[config.mk]
export PLATFORM = sky130hd
export DESIGN_NAME = averaged_piecewise_sensor_calibrator_core
export DESIGN_NICKNAME = d
export VERILOG_FILES = /design/src/hdl/apsc_pkg.sv /design/src/hdl/apsc_ram.sv /design/src/hdl/apsc_div.sv /design/src/hdl/averaged_piecewise_sensor_calibrator_core.sv
export SDC_FILE = /design/constraint.sdc
export NUM_CORES = 2
export LEC_CHECK = 0
export BUFFER_PORTS_ARGS = -buffer_cell sky130_fd_sc_hd__buf_2
export CAP_MARGIN = 0
export CORE_ASPECT_RATIO = 1.1
export CORE_MARGIN = 2
export CORE_UTILIZATION = 41
export DETAILED_ROUTE_END_ITERATION = 10
export SLEW_MARGIN = 20
export SYNTH_ARGS = -nofsm -noshare
export SYNTH_HDL_FRONTEND = slang
export SYNTH_HIERARCHICAL = 1
export SYNTH_SLANG_ARGS = --single-unit
[constraint.sdc]
create_clock -name clk_i -period 9.38 [get_ports clk_i]
set_input_delay 2.814 -clock clk_i [delete_from_list [all_inputs] [get_ports clk_i]]
set_output_delay 2.814 -clock clk_i [all_outputs]
set_load 0.005 [all_outputs]
[src/hdl/apsc_pkg.sv]
// shared constants and types for the averaged piecewise sensor calibrator
// no dependencies; imported by the divider, the core and the checker
`default_nettype none

package apsc_pkg;

  localparam int unsigned MaxWindowDef = 16;
  localparam int unsigned MaxPointsDef = 8;
  localparam int unsigned ValueBitsDef = 24;

  localparam int unsigned CfgWidth     = 5;
  localparam logic [CfgWidth-1:0] WinLenReset = 5'd10;

  // register index of the window length
  localparam logic RegWinLen = 1'b0;

  typedef enum logic [2:0] {
    ACT_SAMPLE  = 3'd0,
    ACT_ADD     = 3'd1,
    ACT_CLEAR   = 3'd2,
    ACT_TARE    = 3'd3,
    ACT_UNTARE  = 3'd4
  } action_e;

endpackage

`default_nettype wire

[src/hdl/apsc_ram.sv]
// generic single-write, single-read ram with registered read data
// no dependencies
`default_nettype none

module apsc_ram #(
  parameter int unsigned WIDTH = 24,
  parameter int unsigned DEPTH = 16
) (
  input  wire logic                                     clk_i,
  input  wire logic                                     we_i,
  input  wire logic [((DEPTH > 1) ? $clog2(DEPTH) : 1)-1:0] waddr_i,
  input  wire logic [WIDTH-1:0]                         wdata_i,
  input  wire logic                                     re_i,
  input  wire logic [((DEPTH > 1) ? $clog2(DEPTH) : 1)-1:0] raddr_i,
  output logic      [WIDTH-1:0]                         rdata_o
);

  logic [WIDTH-1:0] mem_q [DEPTH];

  always_ff @(posedge clk_i) begin
    if (we_i) begin
      mem_q[waddr_i] <= wdata_i;
    end
    if (re_i) begin
      rdata_o <= mem_q[raddr_i];
    end
  end

endmodule

`default_nettype wire

[src/hdl/apsc_div.sv]
// serial restoring divider, one quotient bit per cycle, rounded to nearest
// with ties away from zero; uses apsc_pkg
`default_nettype none

module apsc_div #(
  parameter int unsigned NW = 50,
  parameter int unsigned DW = 25
) (
  input  wire logic          clk_i,
  input  wire logic          rst_ni,
  input  wire logic          start_i,
  input  wire logic [NW-1:0] num_i,
  input  wire logic [DW-1:0] den_i,
  output logic               done_o,
  output logic      [NW:0]   quo_o
);
  import apsc_pkg::*;

  localparam int unsigned CntW = $clog2(NW + 1);

  logic [NW-1:0]   num_q;
  logic [DW-1:0]   den_q;
  logic [DW-1:0]   rem_q;
  logic [CntW-1:0] cnt_q;
  logic            busy_q;
  logic [DW:0]     shifted;
  logic            take;
  logic            round_up;

  assign shifted  = {rem_q, num_q[NW-1]};
  assign take     = (shifted >= {1'b0, den_q});
  assign round_up = ({rem_q, 1'b0} >= {1'b0, den_q});
  assign quo_o    = {1'b0, num_q} + {{NW{1'b0}}, round_up};

  always_ff @(posedge clk_i or negedge rst_ni) begin
    if (!rst_ni) begin
      busy_q <= 1'b0;
      done_o <= 1'b0;
      cnt_q  <= '0;
    end else begin
      done_o <= 1'b0;
      if (start_i) begin
        busy_q <= 1'b1;
        cnt_q  <= CntW'(NW);
      end else if (busy_q) begin
        cnt_q <= cnt_q - 1'b1;
        if (cnt_q == CntW'(1)) begin
          busy_q <= 1'b0;
          done_o <= 1'b1;
        end
      end
    end
  end

  always_ff @(posedge clk_i) begin
    if (start_i) begin
      num_q <= num_i;
      den_q <= den_i;
      rem_q <= '0;
    end else if (busy_q) begin
      rem_q <= take ? DW'(shifted - {1'b0, den_q}) : shifted[DW-1:0];
      num_q <= {num_q[NW-2:0], take};
    end
  end

endmodule

`default_nettype wire

[src/hdl/averaged_piecewise_sensor_calibrator_core.sv]
// Averaged piecewise sensor calibrator: moving-window mean of signed samples,
// mapped through a sorted table of calibration points, then tared.
//
// Input channel in_valid_i/in_stall_o carries one request: an action code and
// its operands. Every request gives exactly one result on out_valid_o/
// out_stall_i. A request is taken when in_valid_i is high and in_stall_o low;
// the block handles one request at a time and raises in_stall_o meanwhile.
// Clear, tare, untare and an add on a full table go straight to the result.
// Add point steps through the stored points to find its slot. A sample
// reads and writes its window slot, re-sums the whole window when the slot
// wraps, runs the mean divide and, with two or more points stored, the
// segment search, the serial multiply and the interpolation divide, then
// registers the result. The two bit-serial divides are the longest steps.
// A finished result sits in the output register while a new request is
// accepted; if the receiver still stalls when the next result is ready, the
// block waits with in_stall_o high. Reset empties the window and the table,
// zeroes the mean, mapped value and tare, and sets the window length to 10.
// The user writes the window length over the APB port only while the block
// is idle; the block itself does not enforce this.
`default_nettype none

module averaged_piecewise_sensor_calibrator_core #(
  parameter int unsigned MAX_WINDOW = apsc_pkg::MaxWindowDef,
  parameter int unsigned MAX_POINTS = apsc_pkg::MaxPointsDef,
  parameter int unsigned VALUE_BITS = apsc_pkg::ValueBitsDef
) (
  input  wire logic                                 clk_i,
  input  wire logic                                 rst_ni,
  input  wire logic                                 psel,
  input  wire logic                                 penable,
  input  wire logic                                 pwrite,
  input  wire logic [2:0]                           paddr,
  input  wire logic [31:0]                          pwdata,
  output logic      [31:0]                          prdata,
  output logic                                      pready,
  input  wire logic                                 in_valid_i,
  output logic                                      in_stall_o,
  input  wire logic [2:0]                           action_i,
  input  wire logic signed [VALUE_BITS-1:0]         sample_i,
  input  wire logic signed [VALUE_BITS-1:0]         point_raw_i,
  input  wire logic signed [VALUE_BITS-1:0]         point_real_i,
  output logic                                      out_valid_o,
  input  wire logic                                 out_stall_i,
  output logic signed [VALUE_BITS-1:0]              tared_value_o,
  output logic signed [VALUE_BITS-1:0]              averaged_raw_o,
  output logic signed [VALUE_BITS-1:0]              calibrated_value_o,
  output logic signed [VALUE_BITS-1:0]              tare_offset_o,
  output logic      [$clog2(MAX_POINTS+1)-1:0]      point_count_o,
  output logic                                      accepted_o
);
  import apsc_pkg::*;

  localparam int unsigned VB   = VALUE_BITS;
  localparam int unsigned AW   = (MAX_WINDOW > 1) ? $clog2(MAX_WINDOW) : 1;
  localparam int unsigned SW   = $clog2(MAX_WINDOW + 1);
  localparam int unsigned PW   = $clog2(MAX_POINTS);
  localparam int unsigned CW   = $clog2(MAX_POINTS + 1);
  localparam int unsigned SUMW = VB + AW + 1;
  localparam int unsigned DW   = VB + 1;
  localparam int unsigned NW   = 2 * VB + 2;
  localparam int unsigned MW   = VB + 1;
  localparam int unsigned MCW  = $clog2(MW + 1);

  localparam logic [3:0] ST_IDLE  = 4'd0;
  localparam logic [3:0] ST_RD    = 4'd1;
  localparam logic [3:0] ST_UPD   = 4'd2;
  localparam logic [3:0] ST_RSUM  = 4'd3;
  localparam logic [3:0] ST_MEAN  = 4'd4;
  localparam logic [3:0] ST_MWAIT = 4'd5;
  localparam logic [3:0] ST_SCAN  = 4'd6;
  localparam logic [3:0] ST_MUL   = 4'd7;
  localparam logic [3:0] ST_IDIV  = 4'd8;
  localparam logic [3:0] ST_IWAIT = 4'd9;
  localparam logic [3:0] ST_ADD   = 4'd10;
  localparam logic [3:0] ST_FIN   = 4'd11;

  localparam logic signed [VB-1:0] VMax = {1'b0, {(VB-1){1'b1}}};
  localparam logic signed [VB-1:0] VMin = {1'b1, {(VB-1){1'b0}}};

  // base plus or minus a wide magnitude, saturated to the value range
  function automatic logic signed [VB-1:0] sat_add(logic signed [VB-1:0] base,
                                                  logic [NW:0] q, logic neg);
    logic signed [VB+1:0] t;
    logic                 big;
    big = |q[NW:VB];
    if (neg) begin
      t = $signed({{2{base[VB-1]}}, base}) - $signed({2'b00, q[VB-1:0]});
    end else begin
      t = $signed({{2{base[VB-1]}}, base}) + $signed({2'b00, q[VB-1:0]});
    end
    if (big) begin
      return neg ? VMin : VMax;
    end else if (t > $signed({3'b000, {(VB-1){1'b1}}})) begin
      return VMax;
    end else if (t < $signed({3'b111, {(VB-1){1'b0}}})) begin
      return VMin;
    end
    return t[VB-1:0];
  endfunction

  logic [3:0]              state_q, state_d;
  logic [CfgWidth-1:0]     wlen_q;
  logic [SW-1:0]           len;
  logic [SW-1:0]           slot_q, slot_nx;
  logic [SW-1:0]           k_q;
  logic                    pend_q;
  logic signed [SUMW-1:0]  sum_q;
  logic [SUMW-1:0]         sum_mag;
  logic signed [VB-1:0]    mean_q, mapped_q, zoff_q;
  logic [CW-1:0]           tcnt_q, idx_q, pos_q;
  logic                    acc_q;
  logic [2:0]              act;
  logic signed [VB-1:0]    smp_q, preal_q;
  logic [MAX_WINDOW-1:0]   wvld_q;
  logic                    rvld_q;
  logic                    ram_re, ram_we;
  logic [AW-1:0]           ram_raddr;
  logic [VB-1:0]           ram_rdata;
  logic signed [VB-1:0]    old_val;

  logic signed [VB-1:0]    traw_q  [MAX_POINTS];
  logic signed [VB-1:0]    treal_q [MAX_POINTS];
  logic signed [VB-1:0]    e_raw, e_real;
  logic signed [VB-1:0]    prev_raw_q, prev_real_q;
  logic                    hit, last;
  logic signed [VB-1:0]    anc_raw, anc_real;
  logic signed [VB:0]      dx, dy, dn;
  logic signed [VB-1:0]    anc_q;
  logic                    neg_q;
  logic [NW-1:0]           mcand_q, prod_q;
  logic [MW-1:0]           mplier_q;
  logic [MCW-1:0]          mcnt_q;
  logic [DW-1:0]           den_q;

  logic                    div_start, div_done;
  logic [NW-1:0]           div_num;
  logic [DW-1:0]           div_den;
  logic [NW:0]             div_quo;

  logic                    accept, fin_go, do_insert;
  logic signed [VB:0]      tare_diff;
  logic signed [VB-1:0]    tared;

  // config port
  assign pready = 1'b1;
  always_comb begin
    prdata = '0;
    if (paddr[2] == RegWinLen) begin
      prdata = {{(32-CfgWidth){1'b0}}, wlen_q};
    end
  end

  always_ff @(posedge clk_i or negedge rst_ni) begin
    if (!rst_ni) begin
      wlen_q <= WinLenReset;
    end else if (psel && penable && pwrite && (paddr[2] == RegWinLen)) begin
      wlen_q <= pwdata[CfgWidth-1:0];
    end
  end

  always_comb begin
    if (wlen_q == '0) begin
      len = SW'(1);
    end else if (32'(wlen_q) > MAX_WINDOW) begin
      len = SW'(MAX_WINDOW);
    end else begin
      len = SW'(wlen_q);
    end
  end

  assign accept     = in_valid_i && !in_stall_o;
  assign in_stall_o = (state_q != ST_IDLE);
  assign act        = action_i;
  assign fin_go     = (state_q == ST_FIN) && (!out_valid_o || !out_stall_i);

  // window store
  assign ram_re    = (state_q == ST_RD) || ((state_q == ST_RSUM) && (k_q < len));
  assign ram_raddr = (state_q == ST_RSUM) ? k_q[AW-1:0] : slot_q[AW-1:0];
  assign ram_we    = (state_q == ST_UPD);
  assign old_val   = rvld_q ? $signed(ram_rdata) : '0;
  assign slot_nx   = slot_q + 1'b1;

  apsc_ram #(
    .WIDTH(VB),
    .DEPTH(MAX_WINDOW)
  ) u_win_ram (
    .clk_i  (clk_i),
    .we_i   (ram_we),
    .waddr_i(slot_q[AW-1:0]),
    .wdata_i(smp_q),
    .re_i   (ram_re),
    .raddr_i(ram_raddr),
    .rdata_o(ram_rdata)
  );

  always_ff @(posedge clk_i or negedge rst_ni) begin
    if (!rst_ni) begin
      wvld_q <= '0;
      rvld_q <= 1'b0;
    end else begin
      if (ram_we) begin
        wvld_q[slot_q[AW-1:0]] <= 1'b1;
      end
      if (ram_re) begin
        rvld_q <= wvld_q[ram_raddr];
      end
    end
  end

  assign sum_mag = sum_q[SUMW-1] ? SUMW'(-sum_q) : SUMW'(sum_q);

  // table entry under the scan index
  assign e_raw  = traw_q[idx_q[PW-1:0]];
  assign e_real = treal_q[idx_q[PW-1:0]];
  assign hit    = (e_raw >= mean_q);
  assign last   = (idx_q == tcnt_q - 1'b1);

  always_comb begin
    anc_raw  = hit ? prev_raw_q : e_raw;
    anc_real = hit ? prev_real_q : e_real;
    dx = $signed({mean_q[VB-1], mean_q}) - $signed({anc_raw[VB-1], anc_raw});
    dy = $signed({e_real[VB-1], e_real}) - $signed({prev_real_q[VB-1], prev_real_q});
    dn = $signed({e_raw[VB-1], e_raw}) - $signed({prev_raw_q[VB-1], prev_raw_q});
  end

  assign div_start = (state_q == ST_MEAN) || (state_q == ST_IDIV);
  assign div_num   = (state_q == ST_MEAN) ? NW'(sum_mag) : prod_q;
  assign div_den   = (state_q == ST_MEAN) ? DW'(len) : den_q;

  apsc_div #(
    .NW(NW),
    .DW(DW)
  ) u_div (
    .clk_i  (clk_i),
    .rst_ni (rst_ni),
    .start_i(div_start),
    .num_i  (div_num),
    .den_i  (div_den),
    .done_o (div_done),
    .quo_o  (div_quo)
  );

  assign do_insert = (state_q == ST_ADD) && (idx_q == tcnt_q);

  always_comb begin
    state_d = state_q;
    unique case (state_q)
      ST_IDLE: begin
        if (accept) begin
          case (act)
            ACT_SAMPLE: state_d = ST_RD;
            ACT_ADD:    state_d = (32'(tcnt_q) >= MAX_POINTS) ? ST_FIN : ST_ADD;
            default:    state_d = ST_FIN;
          endcase
        end
      end
      ST_RD:    state_d = ST_UPD;
      ST_UPD:   state_d = (slot_nx >= len) ? ST_RSUM : ST_MEAN;
      ST_RSUM:  state_d = (!(k_q < len) && !pend_q) ? ST_MEAN : ST_RSUM;
      ST_MEAN:  state_d = ST_MWAIT;
      ST_MWAIT: begin
        if (div_done) begin
          state_d = (tcnt_q < CW'(2)) ? ST_FIN : ST_SCAN;
        end
      end
      ST_SCAN: begin
        if ((idx_q != '0) && (hit || last)) begin
          state_d = ST_MUL;
        end
      end
      ST_MUL:   state_d = (mcnt_q == '0) ? ST_IDIV : ST_MUL;
      ST_IDIV:  state_d = ST_IWAIT;
      ST_IWAIT: state_d = div_done ? ST_FIN : ST_IWAIT;
      ST_ADD: begin
        if (do_insert || (e_raw == smp_q)) begin
          state_d = ST_FIN;
        end
      end
      ST_FIN:   state_d = fin_go ? ST_IDLE : ST_FIN;
      default:  state_d = ST_IDLE;
    endcase
  end

  always_ff @(posedge clk_i or negedge rst_ni) begin
    if (!rst_ni) begin
      state_q  <= ST_IDLE;
      slot_q   <= '0;
      sum_q    <= '0;
      mean_q   <= '0;
      mapped_q <= '0;
      zoff_q   <= '0;
      tcnt_q   <= '0;
      acc_q    <= 1'b0;
      idx_q    <= '0;
      pos_q    <= '0;
      k_q      <= '0;
      pend_q   <= 1'b0;
      mcnt_q   <= '0;
    end else begin
      state_q <= state_d;
      unique case (state_q)
        ST_IDLE: begin
          acc_q <= 1'b0;
          idx_q <= '0;
          pos_q <= '0;
          if (accept) begin
            case (act)
              ACT_CLEAR: begin
                tcnt_q <= '0;
                zoff_q <= '0;
              end
              ACT_TARE:   zoff_q <= mapped_q;
              ACT_UNTARE: zoff_q <= '0;
              default: ;
            endcase
          end
        end
        ST_UPD: begin
          if (slot_nx >= len) begin
            slot_q <= '0;
            sum_q  <= '0;
            k_q    <= '0;
            pend_q <= 1'b0;
          end else begin
            slot_q <= slot_nx;
            sum_q  <= sum_q - SUMW'(old_val) + SUMW'(smp_q);
          end
        end
        ST_RSUM: begin
          // read data arrives in the cycle after its address
          if (pend_q) begin
            sum_q <= sum_q + SUMW'(old_val);
          end
          pend_q <= (k_q < len);
          if (k_q < len) begin
            k_q <= k_q + 1'b1;
          end
        end
        ST_MWAIT: begin
          if (div_done) begin
            mean_q <= sat_add('0, div_quo, sum_q[SUMW-1]);
            if (tcnt_q < CW'(2)) begin
              mapped_q <= sat_add('0, div_quo, sum_q[SUMW-1]);
            end
          end
        end
        ST_SCAN: begin
          idx_q <= idx_q + 1'b1;
        end
        ST_MUL: begin
          mcnt_q <= mcnt_q - 1'b1;
        end
        ST_IWAIT: begin
          if (div_done) begin
            mapped_q <= sat_add(anc_q, div_quo, neg_q);
          end
        end
        ST_ADD: begin
          if (do_insert) begin
            tcnt_q <= tcnt_q + 1'b1;
            acc_q  <= 1'b1;
          end else if (e_raw != smp_q) begin
            if (e_raw < smp_q) begin
              pos_q <= pos_q + 1'b1;
            end
            idx_q <= idx_q + 1'b1;
          end
        end
        default: ;
      endcase
      if ((state_q == ST_SCAN) && (idx_q != '0) && (hit || last)) begin
        mcnt_q <= MCW'(MW);
      end
    end
  end

  // operand and datapath registers
  always_ff @(posedge clk_i) begin
    if (accept) begin
      smp_q   <= (act == ACT_ADD) ? point_raw_i : sample_i;
      preal_q <= point_real_i;
    end
    if (state_q == ST_SCAN) begin
      prev_raw_q  <= e_raw;
      prev_real_q <= e_real;
      if ((idx_q != '0) && (hit || last)) begin
        anc_q    <= anc_real;
        neg_q    <= dx[VB] ^ dy[VB];
        mcand_q  <= NW'(dx[VB] ? MW'(-dx) : MW'(dx));
        mplier_q <= dy[VB] ? MW'(-dy) : MW'(dy);
        den_q    <= DW'(dn);
        prod_q   <= '0;
      end
    end
    if ((state_q == ST_MUL) && (mcnt_q != '0)) begin
      if (mplier_q[0]) begin
        prod_q <= prod_q + mcand_q;
      end
      mcand_q  <= {mcand_q[NW-2:0], 1'b0};
      mplier_q <= {1'b0, mplier_q[MW-1:1]};
    end
  end

  // sorted insert: entries above the slot move up by one
  always_ff @(posedge clk_i) begin
    if (do_insert) begin
      if (pos_q == '0) begin
        traw_q[0]  <= smp_q;
        treal_q[0] <= preal_q;
      end
      for (int j = 1; j < MAX_POINTS; j++) begin
        if (CW'(j) == pos_q) begin
          traw_q[j]  <= smp_q;
          treal_q[j] <= preal_q;
        end else if (CW'(j) > pos_q) begin
          traw_q[j]  <= traw_q[j-1];
          treal_q[j] <= treal_q[j-1];
        end
      end
    end
  end

  always_comb begin
    tare_diff = $signed({mapped_q[VB-1], mapped_q}) - $signed({zoff_q[VB-1], zoff_q});
    if (tare_diff > $signed({2'b00, {(VB-1){1'b1}}})) begin
      tared = VMax;
    end else if (tare_diff < $signed({2'b11, {(VB-1){1'b0}}})) begin
      tared = VMin;
    end else begin
      tared = tare_diff[VB-1:0];
    end
  end

  always_ff @(posedge clk_i or negedge rst_ni) begin
    if (!rst_ni) begin
      out_valid_o <= 1'b0;
    end else if (fin_go) begin
      out_valid_o <= 1'b1;
    end else if (!out_stall_i) begin
      out_valid_o <= 1'b0;
    end
  end

  always_ff @(posedge clk_i) begin
    if (fin_go) begin
      tared_value_o      <= tared;
      averaged_raw_o     <= mean_q;
      calibrated_value_o <= mapped_q;
      tare_offset_o      <= zoff_q;
      point_count_o      <= tcnt_q;
      accepted_o         <= acc_q;
    end
  end

endmodule

`default_nettype wire

* After elaboration in Yosys (flattened, before gate mapping)
Memory sizes are Yosys's and may differ from the RTL's. A register that Yosys moved wholly into a read port is not among the register bits.
Cells that the tools add are included.
** Storage, ports and cells
- Bits in registers :: 637
- Memory bits (writable) :: 768
- Bits of input ports :: 117
- Output and inout bits :: 136
- Logic and storage cells :: 400
- Memories :: 3
** Operators by class
- Add/subtract/negate cells :: 24
- Order comparisons :: 27
- Equality and inequality tests :: 42
- Multiplexer cells :: 190
- Bitwise operators :: 17
- Reductions and logical operators :: 55
** Memory list
- u_win_ram.mem_q :: words 16, width 24, rd ports 1, clocked after memory_dff 1, write ports 1, line apsc_ram.sv:18 : logic [WIDTH-1:0] mem_q [DEPTH];
- traw_q :: words 8, width 24, rd ports 8, clocked after memory_dff 0, write ports 8, line averaged_piecewise_sensor_calibrator_core.sv:121 : logic signed [VB-1:0] traw_q [MAX_POINTS];
- treal_q :: words 8, width 24, rd ports 8, clocked after memory_dff 0, write ports 8, line averaged_piecewise_sensor_calibrator_core.sv:122 : logic signed [VB-1:0] treal_q [MAX_POINTS];
** Operator list (number)
- $mux W24 :: 39
- $mux W50 :: 11
- $mux W26 :: 9
- $sub A24 B24 Y25 :: 4
- $pmux W24 S2 :: 2
- $mux W29 :: 3
- $mux W1 :: 83
- $gt A26 B24 Y1 const B :: 3
- $lt A26 B24 Y1 const B :: 3
- $mux W4 :: 16
- $add A29 B24 Y29 :: 2
- $pmux W29 S2 :: 1
- $ge A26 B25 Y1 :: 2
- $add A50 B1 Y51 :: 1
- $add A50 B50 Y50 :: 1
- $mux W25 :: 2
- $neg A25 Y25 :: 2
- $pmux W4 S12 :: 1
- $mux W5 :: 9
- $neg A29 Y29 :: 1
- $sub A29 B24 Y29 :: 1
- $reduce_or A27 Y1 :: 1
- $add A24 B25 Y26 :: 1
- $sub A24 B25 Y26 :: 1
- 64 further kinds :: 156

* Depth between registers and ports, before layout
- Depth after elaboration :: 18
- Gate-level depth with buffers :: 32

* Cells and area by module
The synthesis kept the hierarchy.
** By module, submodules not included
- averaged_piecewise_sensor_calibrator_core :: instances 1, cells an instance 5319, area an instance 56425.4 µm², seq. area each 26112.5 µm²
- apsc_ram :: instances 1, cells an instance 636, area an instance 15170.8 µm², seq. area each 12251.8 µm²
- apsc_div :: instances 1, cells an instance 657, area an instance 6680.2 µm², seq. area each 2952.8 µm²

* Least setup slack after synthesis
No wires, ideal clock.
- Kind :: in2reg
- From :: in out_stall_i
- To :: reg accepted_o (enable)
- Library setup time :: 0.705 ns
- Arrival time :: 10.157 ns
- Required time :: 8.675 ns
- Setup slack :: -1.482 ns
- Stages :: 2
- Path buffers :: 0
- Cell sequence :: nand2_1 > nor3b_1
** Between the ends
- Longest elaborated chain between the ends :: 3
** RTL lines
- start, declared :: line averaged_piecewise_sensor_calibrator_core.sv:43 : input wire logic out_stall_i,
- $logic_not A1 Y1
- $logic_or A1 B1 Y1 :: line averaged_piecewise_sensor_calibrator_core.sv:174 : assign fin_go = (state_q == ST_FIN) && (!out_valid_o || !out_stall_i);
- $logic_and A1 B1 Y1 :: line averaged_piecewise_sensor_calibrator_core.sv:174
- named net fin_go :: line averaged_piecewise_sensor_calibrator_core.sv:140 : logic accept, fin_go, do_insert;
- end signal, assigned :: line averaged_piecewise_sensor_calibrator_core.sv:451 : accepted_o <= acc_q;
- end, declared :: line averaged_piecewise_sensor_calibrator_core.sv:49 : output logic accepted_o
The timed path passes the listed nets, and every way through them passes these cells.
A chain may end at the register's enable or synchronous reset.

* Worst setup path in the final report
- From :: reg idx_q[0]
- To :: reg mcand_q[48], data pin
** Between the ends
- Longest elaborated chain between the ends :: 9
** RTL lines
- start, declared :: line averaged_piecewise_sensor_calibrator_core.sv:110 : logic [CW-1:0] tcnt_q, idx_q, pos_q;
- start signal, assigned :: line averaged_piecewise_sensor_calibrator_core.sv:348 : idx_q <= idx_q + 1'b1;
- start signal, assigned :: line averaged_piecewise_sensor_calibrator_core.sv:366 : idx_q <= idx_q + 1'b1;
- $mem_v2 Z8 W24 *
- named net e_raw[18] :: line averaged_piecewise_sensor_calibrator_core.sv:123 : logic signed [VB-1:0] e_raw, e_real;
- $ge A24 B24 Y1 :: line averaged_piecewise_sensor_calibrator_core.sv:215 : assign hit = (e_raw >= mean_q);
- $mux W24 * :: line averaged_piecewise_sensor_calibrator_core.sv:219 : anc_raw = hit ? prev_raw_q : e_raw;
- $sub A24 B24 Y25 * :: line averaged_piecewise_sensor_calibrator_core.sv:221 : dx = $signed({mean_q[VB-1], mean_q}) - $signed({anc_raw[VB-1], anc_raw});
- $neg A25 Y25 :: line averaged_piecewise_sensor_calibrator_core.sv:389 : mcand_q <= NW'(dx[VB] ? MW'(-dx) : MW'(dx));
- $mux W50 * :: line averaged_piecewise_sensor_calibrator_core.sv:389
- $mux W50 * :: line averaged_piecewise_sensor_calibrator_core.sv:386 : if ((idx_q != '0) && (hit || last)) begin
- $mux W50 * :: line averaged_piecewise_sensor_calibrator_core.sv:383 : if (state_q == ST_SCAN) begin
- $mux W50 * :: line averaged_piecewise_sensor_calibrator_core.sv:395 : if ((state_q == ST_MUL) && (mcnt_q != '0)) begin
- end signal, assigned :: line averaged_piecewise_sensor_calibrator_core.sv:389
- end signal, assigned :: line averaged_piecewise_sensor_calibrator_core.sv:399 : mcand_q <= {mcand_q[NW-2:0], 1'b0};
- end, declared :: line averaged_piecewise_sensor_calibrator_core.sv:130 : logic [NW-1:0] mcand_q, prod_q;
The timed path passes the listed nets; every way through them passes the cells marked *. The select of a mux whose other input is x is not followed.

==> impl_metrics.yaml <==
clocking:
  clk_latency_ps: 830
  clkTransAtPathRegs_ps: 60
  cts_setup_buffers: 0
  hold_buffers: 0
  root_buffer: "clkbuf_16"
  ctsHtreeMaxLevel: 4
  cts_tree: "done"
  ctsResizeCount: 0
  clockBufferDepth: 3
  cts_buffers: 159
  clkSinkCount: 1429
global_route:
  antenna_found_initial: 7
  first_global_vias: 52400
  gr-total-overflow: 0
  grtUsageTotal: 0.215
  grt_first_pass_wirelength_um: 319000
  grt_start_max_net_pins: 107
floorplanning:
  start_util: 0.411
  rows: 168
  dieHeight_um: 462
  die_w_um: 421
  core-area_mm2: 0.190
  io_pins: 253
  dieArea_mm2: 0.194
timing:
  period_minus_slack_ps: 8350
  slew_violations: 0
  fin_skew_ps: 39.0
  fmax_ghz: 0.120
  tightest_slew_ps: 1110
  setup_viol: 0
  rsz0062_at_grt: "false"
  slew_headroom: 0.257
  fin_hold_ws_ps: 454
  tns_ps: 0
  min_period_over_period: 0.890
  hold_violations: 0
power_and_ir_drop:
  power.switching_mw: 11.1
  pwr-share-seq: 0.314
  irDropWorstVdd_uv: 331
  p_per_area_mw_per_mm2: 320
  sw_frac_of_total: 0.396
  cellLeakagePower_nw: 32.7
  intPower_mw: 16.9
  comb_power_share: 0.461
  p_clk_frac: 0.225
route:
  first_iter_violations: 4383
  routed_via_density: 5.65
  finalWirelength_um: 211000
  ant_nets: 0
  drc: 0
  firstDrtPassIters: 6
  route.detailed.wl_per_inst_um: 22.3
  num_vias: 53600
logic_synthesis:
  synth_warnings: 6
  synth_area_leaders: "edfxtp_1 46%, ha_1 5.7%, mux4_2 5.6%"
  async_flop_share: 0.115
  yosys.area.top_type_share: 0.455
  synth-edff-count: 1187
  ys_dominant_reg_cell: "edfxtp_1"
  synth_area_per_cell_um2: 11.8
  synth_top_cell_by_area: "edfxtp_1"
  synth.most_common_cell: "edfxtp_1"
  yosysSeqAreaShare: 0.528
  ys_seq_elements: 1429
  synth_common_cells: "1,187 x edfxtp_1, 679 x nand2_1, 435 x o21ai_0, 396 x inv_1, 357 x ha_1"
  ys_types: 113
  syn_inst: 6612
  synth_area_mm2: 0.0783
cells_and_area:
  drive_gt1_frac: 0.167
  finalNonFillerCells: 9481
  areaGrowthSynthToFinish_pct: 11.9
  seqCellArea_mm2: 0.0413
  postLayoutCoreUtil: 0.460
  fin_area_mm2: 0.0876
  multiInputGateArea_mm2: 0.0344
  fin_nets: 7305
  fillers: 17200
outcome:
  status: "completed"
placed_design:
  placed_area_mm2: 0.0823
  hpwl_um: 145000
  place.gp.congestion: 0.938
  dpl.cell_count: 9183
  portBuffers: 195
setup_path:
  slowest_delay_ps: 700
  slowest_stage: "nand4_2"
  critPathKind: "flop to flop"
  cp.required_ps: 10040
  worstSetupEndpointType: "flop"
  cp_max_fo: 50
  worst-path-buf-inv: 3
  cp_top_family: "simple AND/OR/NAND/NOR gates"
  start_kind: "flop"
  arrival_ps: 9000
flow_run:
  maxCapViolations: 0
worst_hold_path:
  hp-class: "flop to flop"
[state kept, by name, indices dropped and copies added, names as in the netlist, 29 cells and up]
name and count:
sum_q 29, traw_q 192, prod_q 50, u_div/num_q 50, treal_q 192, u_win_ram/mem_q 384, mcand_q 50
[cells in the final DEF (no fill, tap or decap), drive strengths merged, types with 113 or more instances in the layout]
cell,synthesis,routed
dfrtp,163,163
xor2,131,131
edfxtp,1187,1187
ha,357,357
mux2,301,301
inv,397,403
a21oi,321,321
xnor2,239,239
clkbuf,208,193
a21o,138,138
buf,103,306
nand3,136,136
mux4,193,193
nor2,333,333
nand2,679,679
nor3,113,113
o21ai,479,479
[cell type report]
cell class | instances | share of cell area
clock buffers | 192 | 0.0476
repair buffers | 307 | 0.0214
clock inverters | 102 | 0.0122
inverters | 398 | 0.0172
diodes | 3 | 0.0000857
multi-input cells | 4500 | 0.393
flip-flops and latches | 1429 | 0.472
well taps | 2550 | 0.0364
[metrics by stage]
step	setup slack (ps)	total power, mW
finish	1030	28.0
global route	445	29.9
CTS	1070	28.1
detailed placement	1070	21.7
global placement	1190	21.5
floorplan	2060	18.3
[metal layers]
| metal | track usage | wire length (µm) | up-vias |
|---|---|---|---|
| li1 | - | - | 24900 |
| met1 | 0.290 | 91500 | 26800 |
| met2 | 0.357 | 101000 | 1594 |
| met3 | 0.0284 | 11400 | 312 |
| met4 | 0.0725 | 6630 | 2 |
| met5 | 0 | 13 | - |
[power groups by stage]
stage	Clock, mW	Sequential, mW	Combinational, mW
after floorplan	0	8.62	9.65
after global placement	0	8.89	12.6
after detailed placement	0	8.91	12.8
after CTS	6.44	8.79	12.9
after global routing	6.68	8.88	14.3
final	6.30	8.79	12.9
[cell families (layout without fill, tap and decap cells)]
kind of cell               count (synthesis)  in the layout  synth area share
xor gates and xnor gates                 370            370            0.0415
buffers and inverters                    709            999            0.0368
and+or+nand+nor                         1707           1707             0.104
AOI/OAI and AO/OA                       1447           1447             0.117
adders and majority gates                396            396            0.0667
DFF                                     1429           1429             0.528
other                                      2             31         0.0000959
muxes                                    552            552             0.106
[path summary, 6_finish.rpt]
kind | from | to | slack (ps) | cells past startpoint
worst max-delay path | idx_q[0] | mcand_q[48] | 1030 | 26
worst min-delay path | wvld_q[12] | wvld_q[12] | 450 | 1
worst max register to register | idx_q[0] | mcand_q[48] | 1030 | 26
worst min register to register | wvld_q[12] | wvld_q[12] | 450 | 1
max in group asynchronous | rst_ni | sum_q[28] | 6120 | 2
min in group asynchronous | rst_ni | zoff_q[2] | 1980 | 1
[worst reg2reg max path: cells and delay by family (launching register included)]
kind,cells,cell delay [ps]
and+or+nand+nor,9,2540
AOI/OAI and AO/OA,9,2230
buffers and inverters,3,890
muxes,2,930
adders and majority gates,3,950
DFF,1,660
No activity file was read; power rests on OpenSTA's default activity.
